==> src/rtl/emvl_pkg.sv <==
// Types, constants and routing tables for the multivector linear map
package emvl_pkg;

  typedef enum logic [1:0] {
    ACT_LOAD   = 2'd0,
    ACT_BLADE  = 2'd1,
    ACT_FINISH = 2'd2
  } action_t;

  localparam int NUM_BLADES = 16;
  localparam int NUM_DIAG   = 5;   // slices 0..4
  localparam int NUM_LOW    = 4;   // slices 5..8
  localparam logic [3:0] FIRST_LOW_SLICE = 4'd5;
  localparam logic [3:0] NUM_SLICES      = 4'd9;
  localparam logic [3:0] LAST_BLADE      = 4'd15;

  typedef logic signed [39:0] acc_t;
  typedef logic signed [31:0] prod_val_t;
  typedef logic signed [15:0] q312_t;

  localparam acc_t ACC_MAX = {1'b0, {39{1'b1}}};
  localparam acc_t ACC_MIN = {1'b1, {39{1'b0}}};

  // Accepted input transaction
  typedef struct packed {
    logic [1:0] action;
    logic [3:0] index;
    q312_t      value;
  } item_t;

  // Product stage contents handed to the accumulators
  typedef struct packed {
    logic      is_finish;
    logic [3:0] diag_dest;
    logic       low_en;
    logic [3:0] low_dest;
    prod_val_t  p_diag;
    prod_val_t  p_low;
    q312_t      bias;
  } prod_t;

  // Grade-lowering route of one source blade
  typedef struct packed {
    logic       en;
    logic [3:0] dest;
    logic [1:0] bank;   // slice minus 5
  } low_route_t;

  // Unsigned Q1.16 slice norm, 1.0 as 65536
  function automatic logic [16:0] slice_scale(logic [3:0] slice);
    logic [16:0] s;
    case (slice)
      4'd1, 4'd3: s = 17'd32768;
      4'd2:       s = 17'd26755;
      4'd6, 4'd7: s = 17'd37837;
      default:    s = 17'd65536;
    endcase
    return s;
  endfunction

  // Grade-diagonal slice, 0..4
  function automatic logic [2:0] diag_slice(logic [3:0] blade);
    logic [2:0] s;
    case (blade)
      4'd0:                         s = 3'd0;
      4'd1, 4'd2, 4'd3, 4'd4:       s = 3'd1;
      4'd11, 4'd12, 4'd13, 4'd14:   s = 3'd3;
      4'd15:                        s = 3'd4;
      default:                      s = 3'd2;
    endcase
    return s;
  endfunction

  function automatic low_route_t low_route(logic [3:0] blade);
    low_route_t r;
    case (blade)
      4'd0:    r = '{en: 1'b1, dest: 4'd1,  bank: 2'd0};
      4'd2:    r = '{en: 1'b1, dest: 4'd5,  bank: 2'd1};
      4'd3:    r = '{en: 1'b1, dest: 4'd6,  bank: 2'd1};
      4'd4:    r = '{en: 1'b1, dest: 4'd7,  bank: 2'd1};
      4'd8:    r = '{en: 1'b1, dest: 4'd11, bank: 2'd2};
      4'd9:    r = '{en: 1'b1, dest: 4'd12, bank: 2'd2};
      4'd10:   r = '{en: 1'b1, dest: 4'd13, bank: 2'd2};
      4'd14:   r = '{en: 1'b1, dest: 4'd15, bank: 2'd3};
      default: r = '{en: 1'b0, dest: 4'd0,  bank: 2'd0};
    endcase
    return r;
  endfunction

  // 40-bit accumulate with clamping
  function automatic acc_t sat_add(acc_t a, prod_val_t b);
    logic signed [40:0] s;
    acc_t r;
    s = 41'(a) + 41'(b);
    if (s[40] != s[39]) begin
      r = s[40] ? ACC_MIN : ACC_MAX;
    end else begin
      r = s[39:0];
    end
    return r;
  endfunction

endpackage

==> src/rtl/emvl_acc.sv <==
// Per-blade saturating accumulators and finish snapshot
module emvl_acc import emvl_pkg::*; (
  input  logic  clk,
  input  logic  rst,
  input  logic  adv,
  input  logic  p_valid,
  input  prod_t prod,
  output acc_t  snap [NUM_BLADES]
);

  acc_t      acc [NUM_BLADES];
  prod_val_t bias_q;

  // Bias moved to Q7.24
  assign bias_q = {{4{prod.bias[15]}}, prod.bias, 12'd0};

  // Snapshot seen by the output buffer, bias folded into blade 0
  always_comb begin
    for (int k = 0; k < NUM_BLADES; k++) snap[k] = acc[k];
    snap[0] = sat_add(acc[0], bias_q);
  end

  // One accumulator cell per blade; the two paths never hit the same blade
  always_ff @(posedge clk) begin
    if (rst) begin
      for (int k = 0; k < NUM_BLADES; k++) acc[k] <= '0;
    end else if (adv && p_valid) begin
      for (int k = 0; k < NUM_BLADES; k++) begin
        if (prod.is_finish) begin
          acc[k] <= '0;
        end else if (prod.diag_dest == 4'(k)) begin
          acc[k] <= sat_add(acc[k], prod.p_diag);
        end else if (prod.low_en && prod.low_dest == 4'(k)) begin
          acc[k] <= sat_add(acc[k], prod.p_low);
        end
      end
    end
  end

endmodule

==> config.mk <==
export PLATFORM = sky130hd
export DESIGN_NAME = emvl_acc
export DESIGN_NICKNAME = d
export VERILOG_FILES = /design/src/rtl/emvl_pkg.sv /design/src/rtl/emvl_acc.sv
export SDC_FILE = /design/constraint.sdc
export NUM_CORES = 2
export LEC_CHECK = 0
export ABC_AREA = 0
export BUFFER_PORTS_ARGS = -buffer_cell sky130_fd_sc_hd__buf_2
export CELL_PAD_IN_SITES_DETAIL_PLACEMENT = 1
export CELL_PAD_IN_SITES_GLOBAL_PLACEMENT = 2
export CORE_MARGIN = 4
export CORE_UTILIZATION = 34
export DETAILED_ROUTE_END_ITERATION = 12
export GPL_TIMING_DRIVEN = 0
export PLACE_DENSITY = 0.83
export SKIP_CTS_REPAIR_TIMING = 1
export SYNTH_ARGS = -nofsm -noshare
export SYNTH_HDL_FRONTEND = slang
export SYNTH_SLANG_ARGS = --single-unit
==> constraint.sdc <==
create_clock -name clk -period 4.3 [get_ports clk]
set_input_delay 0.645 -clock clk [delete_from_list [all_inputs] [get_ports clk]]
set_output_delay 0.645 -clock clk [all_outputs]
set_load 0.02 [all_outputs]
==> After elaboration in Yosys (flattened, before gate mapping) <==
Memory sizes are Yosys's and may differ from the RTL's.
Cells that the tools add are included.
Widths: inputs -> output; s select.
{ "op_classes": {"bitwise_logic": 48, "eq_ne": 63, "add_sub_neg": 33, "mux": 440, "n_reduce_logical": 19} }
{ "ops": {"columns": ["operator", "count"], "rows": [
  ["$mux 40", 258],
  ["$add 40x32->41", 32],
  ["$mux 1", 182],
  ["$eq 4x4->1 const B", 16],
  ["$or 1x1->1", 48],
  ["$add 40x28->41", 1],
  ["$ne 1x1->1", 33],
  ["$eq 4x3->1 const B", 8],
  ["$logic_and 1x1->1", 17],
  ["$eq 4x2->1 const B", 4],
  ["$eq 4x1->1 const B", 2],
  ["$logic_not 4->1", 2]
]} }
{ "totals": {"wordCells": 604, "ff_bits": 0, "input_bits": 94, "memories": 1, "out_inout_bits": 640, "ramBits": 640} }
{ "mem_list": {"columns": ["name", "words", "width", "rd", "rd_clocked_by_memory_dff", "wr", "line", "text"], "rows": [
  ["acc", 16, 40, 16, 0, 16, "emvl_acc.sv:11", "acc_t acc [NUM_BLADES];"]
]} }

==> Logic depth before layout (Yosys ltp) <==
An unclocked memory read counts as a cell.
{ "depth": {"word_depth": 10, "depth_mapped": 15, "ltp_nobuf": 13} }

==> Worst setup path after synthesis <==
Ideal clock, no wire load.
{ "synth_path": {"path_kind": "input-to-output", "from": "input prod[0] (netlist bit)", "to": "output snap[604] (netlist bit)", "t_required_ns": 3.655, "path_stages": 15, "arrival_time_ns": 3.772, "path_buffers": 2, "setup_slack_ns": -0.117, "path_cell_list": "ha_1 fa_1 a21o_1 nand4_1 a311oi_1 o31a_1 a221o_1 a221oi_2 o2111ai_1 mux2_2 or2_0 clkbuf_1 buf_6 nand2_1 nand2_1"} }
{ "synth_rtl": {"columns": ["element", "line", "text"], "rows": [
  ["start, declared", "emvl_acc.sv:7", "input prod_t prod,"],
  ["end, declared", "emvl_acc.sv:8", "output acc_t snap [NUM_BLADES]"]
]} }

==> results <==
- The clock-pin slew on the worst setup and hold paths is 0.07 ns.
- The synthesized design contains 640 enable-type register cells.
- The startpoint of the most critical register-to-register path is acc[1][41].
- The final layout contains routed wiring with a total length of 514 mm.
- The end of the worst register-to-register path is acc[1][61].
- Setup repair after global routing could not meet its margin everywhere.
- Across the run, the number of max-cap violations was 0.
- The net count reported at finish is 15,100.
- The top register by number of flip-flops is acc.
- In the final timing run, aggregate negative setup slack is -36.17 ns.
- Leaving out fill and tap cells, the most frequent cell in the layout is sky130_fd_sc_hd__a21oi_1.
- Cells fill 40.4% of the core in the end.
- The worst ir drop on vdd is 0.315 mV.
- Of all nets on the critical path, the largest fanout is 5.
- The startpoint of the most critical hold path is prod[81].
- The post-DP HPWL is 392 mm.
- The synthesis-stage register bit count is 640.
- Entering global routing, the biggest net connects 74 pins.
- The worst min-delay path category is primary input to flop.
- The initial core utilization is 34.2%.
- In the final layout, the registers with the most flip-flops are acc: 640 flops.
- The share of synthesized area occupied by flip-flops and latches is 19.1%.
- The initial antenna violation count is 75.
- The flow ran to the end, but the final reports show violations.
- After detailed routing, the number of remaining DRC violations is 0.
- The timing-limited maximum frequency is 189 MHz.
- In this run the standard cell core region covers 294,000 um2.
- 734 I/O pins were placed.
- The flip-flop count of the largest register, all copies and words added is 640.
- The post-route worst setup slack is -1.00 ns.
- For the pin with the worst max-slew slack, the measured transition is 1.47 ns.
- The final critical delay including setup and external delays is 5.30 ns.
- Dividing the synthesized area by the synthesized cell count gives 8.00 um2.
- Leaving out fill and tap cells, the most frequent cells in the layout are sky130_fd_sc_hd__a21oi_1 (1,445), sky130_fd_sc_hd__ha_1 (1,282), sky130_fd_sc_hd__o21ai_0 (1,062).
- The flip-flop cell with the highest count after synthesis is sky130_fd_sc_hd__edfxtp_1.
- The checks that failed: negative setup slack.
- The share of synthesized registers carrying an async set or reset is 0%.
- After layout, the design draws a total of 31.3 mW.
- The area overhead of the layout relative to synthesis is 18.2%.
- The number of nets still failing antenna checks after routing is 0.
- The endpoint arrival time on the critical path is 4.66 ns.
- After detailed routing, the average wire length per cell comes to 29.1 um.
- The via count of the first global-routing pass is 104,000.
- Detailed routing inserted a total of 109,000 vias.
- The number of pins with negative max-slew slack in the final report came to 0.
- The CTS tree is built.
- The cell sitting at the root of the clock tree is a sky130_fd_sc_hd__clkbuf_16.
- The worst hold slack after final layout is 0.678 ns.
- The power density normalized to cell area is 264 nW/um2.
- The total track usage is 31.6%.
- The final cycle utilization of the critical path is 123%.
- In this run, the number of DRC markers left after iteration 0 of detailed routing was 10,700.
- The worst slew slack as a fraction of its limit is 2.26%.
- The category of the critical setup timing path is flop to primary output.
- The total overflow left after global routing is 0.
- The combined area of all synthesized cells is 100,000 um2.
- The number of buffers created by CTS is 98.
- Clock skew on the completed layout was measured at 0.0395 ns.
- The number of instances in the synthesized netlist is 12,600.
- Setup violations remaining at the end of the flow were counted as 57.
- The worst hold path was traced through 5 stages.
- The total clock sinks is 640.
- After synthesis, the netlist uses 115 different library cells.
- The clock latency reported for the late side of the worst-skew pair is 0.79 ns.
- The worst setup path is captured at a primary output.
- The placer's final routability congestion estimate is 0.937.
- The post-route netlist has 15.7% of its cells at a drive strength greater than 1.
- The worst setup path is launched from a flop.
- In the routed layout, each cell is associated on average with a via count of 6.15.
- For the worst flop-to-flop path, the logic depth is 15.
- The register-to-register path setup slack is -0.01 ns.
- The H-tree level count is 3.
- In this run the deepest clock path goes through 3 buffers.
- The first-pass detailed-route iteration total is 6.
- When the netlist entered floorplanning its net count stood at 14,000.
- The required time at the endpoint of the critical path is 3.65 ns.
- For this design the static power due to leakage is 53.5 nW.
- After floorplanning, the core was divided into 199 placement rows.
- The hold violation count in the final report is 0.
- Prior to clock tree synthesis, the placed netlist has a worst setup slack of -2.32 ns.
- The total of buffers placed on input and output ports is 732.
- The first global-routing pass estimated 717 mm of wire.
- The die covers 304,000 um2.
- In this run the horizontal extent of the chip is 552 um.
- The endpoint of the worst hold path is acc[1][200].
- From bottom edge to top edge, the die measures 552 um.
- Yosys printed 0 warnings.
[routing by layer]
metal,track usage (%),part of all wire [%],up-vias
li1,-,-,50000
met1,41.9,42,53600
met2,48.6,43,4189
met3,5.35,8.5,815
met4,18.0,6.3,8
met5,0,0.011,-
[cell type report]
class	instances	area, um2
Clock buffer	122	2580
Tap cell	3919	4900
Inverter	288	1080
Sequential cell	640	19200
Clock inverter	56	546
Multi-Input combinational cell	10900	78800
Antenna cell	50	125
Timing Repair Buffer	988	7140
Fill cell	35400	175000
Buffer	701	4260
[worst max-delay path, stage by stage, from the launching register on]
cell and delay (ns):
sky130_fd_sc_hd__edfxtp_1 0.51, sky130_fd_sc_hd__ha_2 0.26, sky130_fd_sc_hd__fa_2 0.38, sky130_fd_sc_hd__a21o_1 0.18, sky130_fd_sc_hd__nand4_1 0.11, sky130_fd_sc_hd__a311oi_2 0.13
sky130_fd_sc_hd__o31a_1 0.38, sky130_fd_sc_hd__a221o_1 0.38, sky130_fd_sc_hd__a221oi_2 0.29, sky130_fd_sc_hd__o2111ai_1 0.15, sky130_fd_sc_hd__mux2_4 0.32, sky130_fd_sc_hd__buf_12 0.14
sky130_fd_sc_hd__nor2_4 0.17, sky130_fd_sc_hd__buf_6 0.15, sky130_fd_sc_hd__buf_6 0.11, sky130_fd_sc_hd__o21ai_1 0.08, sky130_fd_sc_hd__buf_2 0.17
[cells in the mapped netlist (all sizes together) (217+ instances only)]
cell type / number / area (um2)
edfxtp: 640 / 19200
ha: 1308 / 16400
buf: 378 / 2610
nand2: 897 / 3370
xor2: 449 / 3950
xnor2: 693 / 6070
nand3: 251 / 1260
o211ai: 248 / 1880
a31oi: 217 / 1390
nor2: 812 / 3050
inv: 288 / 1080
a21oi: 1480 / 7430
a21o: 769 / 5770
o21ai: 1184 / 5930
clkbuf: 348 / 1320
[cell families after synthesis]
| family | after synthesis | synth area share, % |
|---|---|---|
| AO/OA/AOI/OAI | 5288 | 33.8 |
| buffers and inverters | 1014 | 4.99 |
| flip-flops | 640 | 19.1 |
| adder cells (fa/ha/maj) | 1355 | 17.1 |
| AND/OR/NAND/NOR | 3096 | 14.8 |
| XOR/XNOR | 1142 | 9.98 |
| multiplexers | 21 | 0.218 |
[power breakdown]
group	internal (mW)	total (mW)	switching (mW)
logic	5.67	15.2	9.51
clock network	4.78	8.48	3.70
registers	7.20	7.68	0.480
[worst max path at each step]
stage,start,end,cells after the start
global route,acc[0][12],snap[628],16
finish,acc[0][12],snap[623],16
floorplan,prod[0],snap[604],15
CTS,prod[48],acc[1][284],15
global placement,rst,acc[1][191],4
detailed placement,prod[57],acc[1][157],14
[per-stage QoR]
| step | cells | area [um2] |
|---|---|---|
| 3_3_place_gp | 17200 | 109000 |
| 6_report | 17700 | 119000 |
| 4_1_cts | 17500 | 114000 |
| 2_1_floorplan | 12600 | 100000 |
| 3_5_place_dp | 17300 | 111000 |
| 5_1_grt | 17600 | 119000 |
(Power assumes the default switching activity.)
