File: src/rtl/emvl_pkg.sv
// Types, constants and routing tables for the multivector linear map
package emvl_pkg;

  typedef enum logic [1:0] {
    ACT_LOAD   = 2'd0,
    ACT_BLADE  = 2'd1,
    ACT_FINISH = 2'd2
  } action_t;

  localparam int NUM_BLADES = 16;
  localparam int NUM_DIAG   = 5;   // slices 0..4
  localparam int NUM_LOW    = 4;   // slices 5..8
  localparam logic [3:0] FIRST_LOW_SLICE = 4'd5;
  localparam logic [3:0] NUM_SLICES      = 4'd9;
  localparam logic [3:0] LAST_BLADE      = 4'd15;

  typedef logic signed [39:0] acc_t;
  typedef logic signed [31:0] prod_val_t;
  typedef logic signed [15:0] q312_t;

  localparam acc_t ACC_MAX = {1'b0, {39{1'b1}}};
  localparam acc_t ACC_MIN = {1'b1, {39{1'b0}}};

  // Accepted input transaction
  typedef struct packed {
    logic [1:0] action;
    logic [3:0] index;
    q312_t      value;
  } item_t;

  // Product stage contents handed to the accumulators
  typedef struct packed {
    logic      is_finish;
    logic [3:0] diag_dest;
    logic       low_en;
    logic [3:0] low_dest;
    prod_val_t  p_diag;
    prod_val_t  p_low;
    q312_t      bias;
  } prod_t;

  // Grade-lowering route of one source blade
  typedef struct packed {
    logic       en;
    logic [3:0] dest;
    logic [1:0] bank;   // slice minus 5
  } low_route_t;

  // Unsigned Q1.16 slice norm, 1.0 as 65536
  function automatic logic [16:0] slice_scale(logic [3:0] slice);
    logic [16:0] s;
    case (slice)
      4'd1, 4'd3: s = 17'd32768;
      4'd2:       s = 17'd26755;
      4'd6, 4'd7: s = 17'd37837;
      default:    s = 17'd65536;
    endcase
    return s;
  endfunction

  // Grade-diagonal slice, 0..4
  function automatic logic [2:0] diag_slice(logic [3:0] blade);
    logic [2:0] s;
    case (blade)
      4'd0:                         s = 3'd0;
      4'd1, 4'd2, 4'd3, 4'd4:       s = 3'd1;
      4'd11, 4'd12, 4'd13, 4'd14:   s = 3'd3;
      4'd15:                        s = 3'd4;
      default:                      s = 3'd2;
    endcase
    return s;
  endfunction

  function automatic low_route_t low_route(logic [3:0] blade);
    low_route_t r;
    case (blade)
      4'd0:    r = '{en: 1'b1, dest: 4'd1,  bank: 2'd0};
      4'd2:    r = '{en: 1'b1, dest: 4'd5,  bank: 2'd1};
      4'd3:    r = '{en: 1'b1, dest: 4'd6,  bank: 2'd1};
      4'd4:    r = '{en: 1'b1, dest: 4'd7,  bank: 2'd1};
      4'd8:    r = '{en: 1'b1, dest: 4'd11, bank: 2'd2};
      4'd9:    r = '{en: 1'b1, dest: 4'd12, bank: 2'd2};
      4'd10:   r = '{en: 1'b1, dest: 4'd13, bank: 2'd2};
      4'd14:   r = '{en: 1'b1, dest: 4'd15, bank: 2'd3};
      default: r = '{en: 1'b0, dest: 4'd0,  bank: 2'd0};
    endcase
    return r;
  endfunction

  // 40-bit accumulate with clamping
  function automatic acc_t sat_add(acc_t a, prod_val_t b);
    logic signed [40:0] s;
    acc_t r;
    s = 41'(a) + 41'(b);
    if (s[40] != s[39]) begin
      r = s[40] ? ACC_MIN : ACC_MAX;
    end else begin
      r = s[39:0];
    end
    return r;
  endfunction

endpackage

File: src/rtl/emvl_mult.sv
// Slice weight store, weight scaling and blade product stage
module emvl_mult import emvl_pkg::*; (
  input  logic  clk,
  input  logic  rst,
  input  logic  adv,
  input  logic  in_valid,
  input  item_t in_item,
  output logic  p_valid,
  output prod_t prod
);

  q312_t diag_w [NUM_DIAG];
  q312_t low_w  [NUM_LOW];

  logic signed [33:0] wprod;
  logic signed [33:0] wsum;
  q312_t              wscaled;
  logic [2:0]         dsel;
  low_route_t         lroute;
  logic               is_load;
  logic               is_blade;
  logic               is_finish;
  prod_t              prod_next;

  assign is_load   = in_valid && (in_item.action == ACT_LOAD);
  assign is_blade  = in_valid && (in_item.action == ACT_BLADE);
  assign is_finish = in_valid && (in_item.action == ACT_FINISH);

  // Weight pre-scale, rounding half up
  assign wprod   = $signed(in_item.value) * $signed({1'b0, slice_scale(in_item.index)});
  assign wsum    = wprod + 34'sd32768;
  assign wscaled = wsum[31:16];

  // Weight banks: diagonal slices 0..4, lowering slices 5..8
  always_ff @(posedge clk) begin
    if (rst) begin
      for (int k = 0; k < NUM_DIAG; k++) diag_w[k] <= '0;
      for (int k = 0; k < NUM_LOW; k++)  low_w[k]  <= '0;
    end else if (adv && is_load) begin
      if (in_item.index < FIRST_LOW_SLICE) begin
        diag_w[in_item.index[2:0]] <= wscaled;
      end else if (in_item.index < NUM_SLICES) begin
        low_w[2'(in_item.index - FIRST_LOW_SLICE)] <= wscaled;
      end
    end
  end

  // Blade products
  assign dsel   = diag_slice(in_item.index);
  assign lroute = low_route(in_item.index);

  always_comb begin
    prod_next.is_finish = is_finish;
    prod_next.diag_dest = in_item.index;
    prod_next.low_en    = lroute.en;
    prod_next.low_dest  = lroute.dest;
    prod_next.p_diag    = diag_w[dsel] * in_item.value;
    prod_next.p_low     = low_w[lroute.bank] * in_item.value;
    prod_next.bias      = in_item.value;
  end

  always_ff @(posedge clk) begin
    if (rst) begin
      p_valid <= 1'b0;
    end else if (adv) begin
      p_valid <= is_blade || is_finish;
    end
  end

  always_ff @(posedge clk) begin
    if (adv) begin
      prod <= prod_next;
    end
  end

endmodule

File: config.mk
export PLATFORM = sky130hd
export DESIGN_NAME = emvl_mult
export DESIGN_NICKNAME = d
export VERILOG_FILES = /design/src/rtl/emvl_pkg.sv /design/src/rtl/emvl_mult.sv
export SDC_FILE = /design/constraint.sdc
export NUM_CORES = 2
export LEC_CHECK = 0
export BUFFER_PORTS_ARGS = -buffer_cell sky130_fd_sc_hd__buf_2
export CORE_MARGIN = 8
export CORE_UTILIZATION = 56
export CTS_CLUSTER_SIZE = 25
export DETAILED_ROUTE_END_ITERATION = 8
export GPL_TIMING_DRIVEN = 0
export HOLD_SLACK_MARGIN = 0.12
export PLACE_DENSITY = 0.87
export SYNTH_ARGS = -nofsm -noshare
export SYNTH_HDL_FRONTEND = slang
export SYNTH_SLANG_ARGS = --single-unit
File: constraint.sdc
create_clock -name clk -period 7.5 [get_ports clk]
set_clock_uncertainty 0.1 [all_clocks]
set_input_delay 0.375 -clock clk [delete_from_list [all_inputs] [get_ports clk]]
set_output_delay 0.375 -clock clk [all_outputs]
set_load 0.02 [all_outputs]
=== Yosys cells after proc, flatten, opt, wreduce, memory -nomap -nowiden ===
Memory sizes are Yosys's and may differ from the RTL's.
Index checks and enable logic that the tools add are counted.

* Memory bits (writable): 144
* Bits in read-only memories: 160
* Register bits: 91
* Output and inout port bits: 91
* Word-level logic and storage cells: 54
* Memories kept: 4

* Equality and inequality tests: 7
* Reductions and logical operators: 10
* Add/subtract/negate cells: 2
* Multipliers: 3
* Magnitude comparators: 2
* Muxes and demuxes: 18

{| class="wikitable"
|+ Memory list
! name !! depth !! bits a word !! rd ports !! clocked after memory_dff !! wr ports !! line !! RTL
|-
| (name not given) || 16 || 7 || 1 || 0 || 0 || emvl_pkg.sv:76 || <nowiki>case (blade)</nowiki>
|-
| diag_w || 5 || 16 || 1 || 0 || 5 || emvl_mult.sv:12 || <nowiki>q312_t diag_w [NUM_DIAG];</nowiki>
|-
| low_w || 4 || 16 || 1 || 0 || 4 || emvl_mult.sv:13 || <nowiki>q312_t low_w [NUM_LOW];</nowiki>
|-
| (name not given) || 16 || 3 || 1 || 0 || 0 || emvl_pkg.sv:64 || <nowiki>case (blade)</nowiki>
|}

{| class="wikitable"
|+ Operator list
! kind !! number
|-
| 16-bit by 16-bit multiplier with 32-bit output || 2
|-
| 17-bit case mux with 3 select lines || 1
|-
| 32-bit by 17-bit adder with 32-bit output (second input constant) || 1
|-
| 16-bit by 18-bit multiplier with 32-bit output || 1
|-
| 16-bit two-way mux || 2
|-
| 16-bit OR reduction || 2
|-
| 1-bit two-way mux || 13
|-
| 4-bit by 2-bit == test with 1-bit output (second input constant) || 2
|-
| 4-bit by 3-bit == test with 1-bit output (second input constant) || 2
|-
| 4-bit by 1-bit == test with 1-bit output (second input constant) || 1
|-
| 1-bit logical AND || 4
|-
| 4-bit by 3-bit less-than comparator with 1-bit output (second input constant) || 1
|-
| 4-bit less-than comparator (second input constant) || 1
|-
| 2-bit OR reduction || 2
|-
| 3-bit two-way mux || 1
|-
| 2-bit by 1-bit == test with 1-bit output (second input constant) || 1
|-
| 2-bit == test (second input constant) || 1
|-
| 2-bit logical NOT || 1
|-
| 2-bit two-way mux || 1
|-
| 2-bit by 1-bit subtractor with 2-bit output (second input constant) || 1
|-
| 1-bit logical OR || 1
|}

=== Logic depth before layout (Yosys ltp) ===
* Depth after elaboration: 8
* Gate-level depth with buffers: 32
* Mapped depth without buffers: 29

=== Worst setup path after synthesis ===
Ideal clock, no wire load.

* Path kind: input to register
* Start: in in_item[17] in the netlist's numbering
* End: reg prod[78] in the netlist's numbering (data pin)
* Stages: 32
* Required time: 7.142 ns
* Buffers on the path: 4
* Arrival time: 7.740 ns
* Library setup time: 0.258 ns
* Setup slack: -0.598 ns
* Path through: buf_2 -> inv_2 -> ha_1 -> inv_1 -> ha_1 -> o21ai_2 -> buf_2 -> mux4_2 -> mux2_2 -> buf_2 -> nand2_1 -> inv_1 -> fa_1 -> inv_1 -> fa_1 -> fa_1 -> inv_1 -> fa_1 -> fa_1 -> inv_1 -> fa_1 -> inv_1 -> ha_1 -> clkbuf_1 -> o21a_1 -> o211ai_1 -> a31o_2 -> a221oi_1 -> a31oi_1 -> o31ai_1 -> a21oi_1 -> xnor2_1

{| class="wikitable"
|+ RTL lines
! element !! line !! RTL
|-
| from (decl) || emvl_mult.sv:7 || <nowiki>input item_t in_item,</nowiki>
|-
| to (signal assigned) || emvl_mult.sv:72 || <nowiki>prod <= prod_next;</nowiki>
|-
| to (decl) || emvl_mult.sv:9 || <nowiki>output prod_t prod</nowiki>
|}

==> impl_metrics.toml <==
[status]
outcome = "finished, violations left"
violations = "negative setup slack"

[cts]
tritoncts = "built"
clock_latency_ps = 590
clock_path_buffers = 3
clock_tree.root_cell = "clkbuf_16"
htree_levels = 2
cts_sinks = 283
clk_pin_slew_ps = 50
cts-buffers-inserted = 34

[floorplanning]
placementRows = 96
die_width_um = 277
start_util_pct = 56.2
core_area_um2 = 68100
pin_count = 117
chipHeight_um = 277
die_area_um2 = 77000

[critical_path]
crit_required_ps = 7710
critPathArrivalTime_ps = 7860
cpPeakStageDelay_ps = 530
path_max_fanout = 5
crit_top_cell = "fa_1"
crit_buf_inv = 12
crit_family = "adder cells"
critPathSlowestCell = "mux4_2"
criticalPathCategory = "input port to register"
cp-start-kind = "input port"
end_kind = "register"

[yosys]
ys_ff_latch = 283
synthFlopType = "edfxtp_1"
synthAdderAreaFrac_pct = 45.9
synth_compound_area_share_pct = 4.45
synthArstFlopShare_pct = 0
yosys_warnings = 0
muxShareOfSynthArea_pct = 2.55
synth_seq_area_share_pct = 22.2
synth_fp_nets = 4705
syn_inst = 3685
synth-simple-area-share_pct = 12.2
synth_area_um2 = 38300
synth_enable_flop_cells = 282
synthDistinctLibCells = 80
avgSynthCellArea_um2 = 10.4
synth_top_family_by_area = "adder cells"
synth-xor-area-share_pct = 2.31

[grt]
antenna_found_initial = 3
grt_overflow = 0
grt_pass1_vias = 30800
track_usage_pct = 28.0
grt_pass1_wl_mm = 168
grt_max_degree = 50

[timing]
finalHoldViolations = 0
fin_crit_sh_pct = 102
finalSetupTns_ps = -392
fmax_mhz = 131
relSlewSlack_pct = 8.96
setup_slack_ps = -147
tightest_slew_ps = 1370
holdWs_ps = 201
setup_viol = 6
period_minus_slack_ps = 7650
maxSlewViolCount = 0
rsz0062_at_grt = "yes"

[final_layout]
syn2layout_area_growth_pct = 15.4
drive_gt1_share_pct = 15.5
fin_area_um2 = 44200
nets = 4998
seq_area_um2 = 8490
multi_input_area_um2 = 27200
fillCellCount = 4731

[detailed_routing]
ant_nets = 0
drt_wl_total_mm = 108
viasPerCell = 5.75
drtPass1Iterations = 8
dr_total_vias = 28100
drc = 0
drt_iter0_drc = 3256
wire_per_inst_um = 22.2

[flow_run]
timing.max_cap.violations = 0

[hold_path]
hold_class = "input port to register"

[placement]
dp_hpwl_mm = 78.6
dpl_cell_area_um2 = 40300
gp_congestion = 0.983
port_buffers = 116
-- sequential cells by signal, summed over array words and instances, names as in the netlist --
register  cells
diag_w      128
prod         90
low_w        64
p_valid       1
-- final timing paths --
check | startpoint | end | slack (ps) | cells past startpoint
worst max-delay path | in_item[17] | prod[78] | -150 | 33
worst min-delay path | in_item[0] | prod[0] | 200 | 1
worst max register to register | diag_w[7][6] | prod[78] | 450 | 22
worst min register to register | p_valid | p_valid | 950 | 3
-- kinds of logic (layout without fill, tap and decap cells) --
kind of cell / Yosys count / after routing
multiplexers: 54 / 54
flip-flops: 283 / 283
AND/OR/NAND/NOR: 968 / 968
other: 1 / 2
XOR/XNOR: 95 / 95
adder cells (fa/ha/maj): 994 / 994
AO/OA/AOI/OAI: 249 / 249
buffers and inverters: 1041 / 1356
-- cells in the final DEF (no fill, tap or decap), drive strengths merged, types with 17 or more instances in the layout --
cell type,instances
clkinv,17
xor2,25
dlygate4sd3,22
inv,900
nor2,207
fa,682
edfxtp,282
nand2b,36
and2,237
nand2,359
buf,287
xnor2,70
a21oi,66
a21o,24
a211oi,29
clkbuf,126
a31oi,31
ha,312
mux4,33
o21ai,40
nor2b,52
nand3,21
-- layout make-up --
cell class | instances | area share, %
sequential | 283 | 19.2
buffer | 133 | 1.97
multi-input combinational | 2361 | 61.6
timing repair buffer | 262 | 4.60
clock buffer | 41 | 1.98
antenna | 1 | 0.00566
tap | 882 | 2.50
inverter | 903 | 7.70
clock inverter | 17 | 0.433
-- per-layer routing --
metal	track usage, %	vias up	routed length [µm]
met5	0	-	0
met1	33.0	13900	36900
met3	7.93	532	12800
met2	45.4	1804	50900
met4	17.2	0	7800
li1	-	11800	-
-- worst reg2reg max path: cells and delay by family (launching register included) --
kind                     cells  cell delay [ps]
AO/OA/AOI/OAI                6             1310
flip-flops                   1              390
multiplexers                 2              850
buffers and inverters        5              500
adder cells (fa/ha/maj)      7             3310
XOR/XNOR                     1              170
AND/OR/NAND/NOR              1              170
-- per-stage QoR --
stage          util (%)  cells  setup WS, ps
2_1_floorplan         -   3685          1.86
3_3_place_gp       59.0   4683         -2200
3_5_place_dp       59.1   4686         -2230
4_1_cts            63.5   4845          -165
5_1_grt            64.9   4883          -257
6_report           64.9   4883          -147
-- synth_stat cells (all sizes together), types with 2 or more instances --
cell    instances  area [µm²]
or2             4        25.0
nand4          11        68.8
nand2         359        1350
and3            9        56.3
a31o            3        26.3
o31a            3        27.5
clkbuf         89         339
nor4            4        40.0
o311a           2        20.0
or4             3        22.5
o21ai          40         208
inv           901        3380
and2          237        1480
fa            682       13700
a41oi           2        17.5
a22oi           2        15.0
a211oi         29         243
nor2          207         780
o21a            9        67.6
or3             6        37.5
nand3          21         105
a21boi          2        15.0
a21oi          66         338
mux4           33         743
nor3           13        65.1
a211o           3        26.3
nand2b         36         240
o221ai          2        17.5
o211ai          5        51.3
xnor2          70         643
nand3b          2        15.0
mux2i           7        70.1
o31ai           7        71.3
ha            312        3900
edfxtp        282        8470
clkinv          2        8.75
a21o           24         180
xor2           25         241
o21bai          8        63.8
mux2           14         161
nor2b          52         325
buf            49         273
a31oi          31         215
o211a           2        20.0
o22ai           2        12.5
-- what timing repair did --
| action | CTS | global route |
|---|---|---|
| setup buffers | 78 | 43 |
| hold buffers | 22 | 0 |
| hold endpoints to repair | 21 | 0 |
| pin swaps | 65 | 63 |
| setup endpoints to repair | 229 | 203 |
| gates cloned | 2 | 0 |
| gates resized for setup | 191 | 169 |
Power is left out: the tool's default activity adds up to more than one toggle a clock period on the data nets, which glitch-free logic cannot reach.
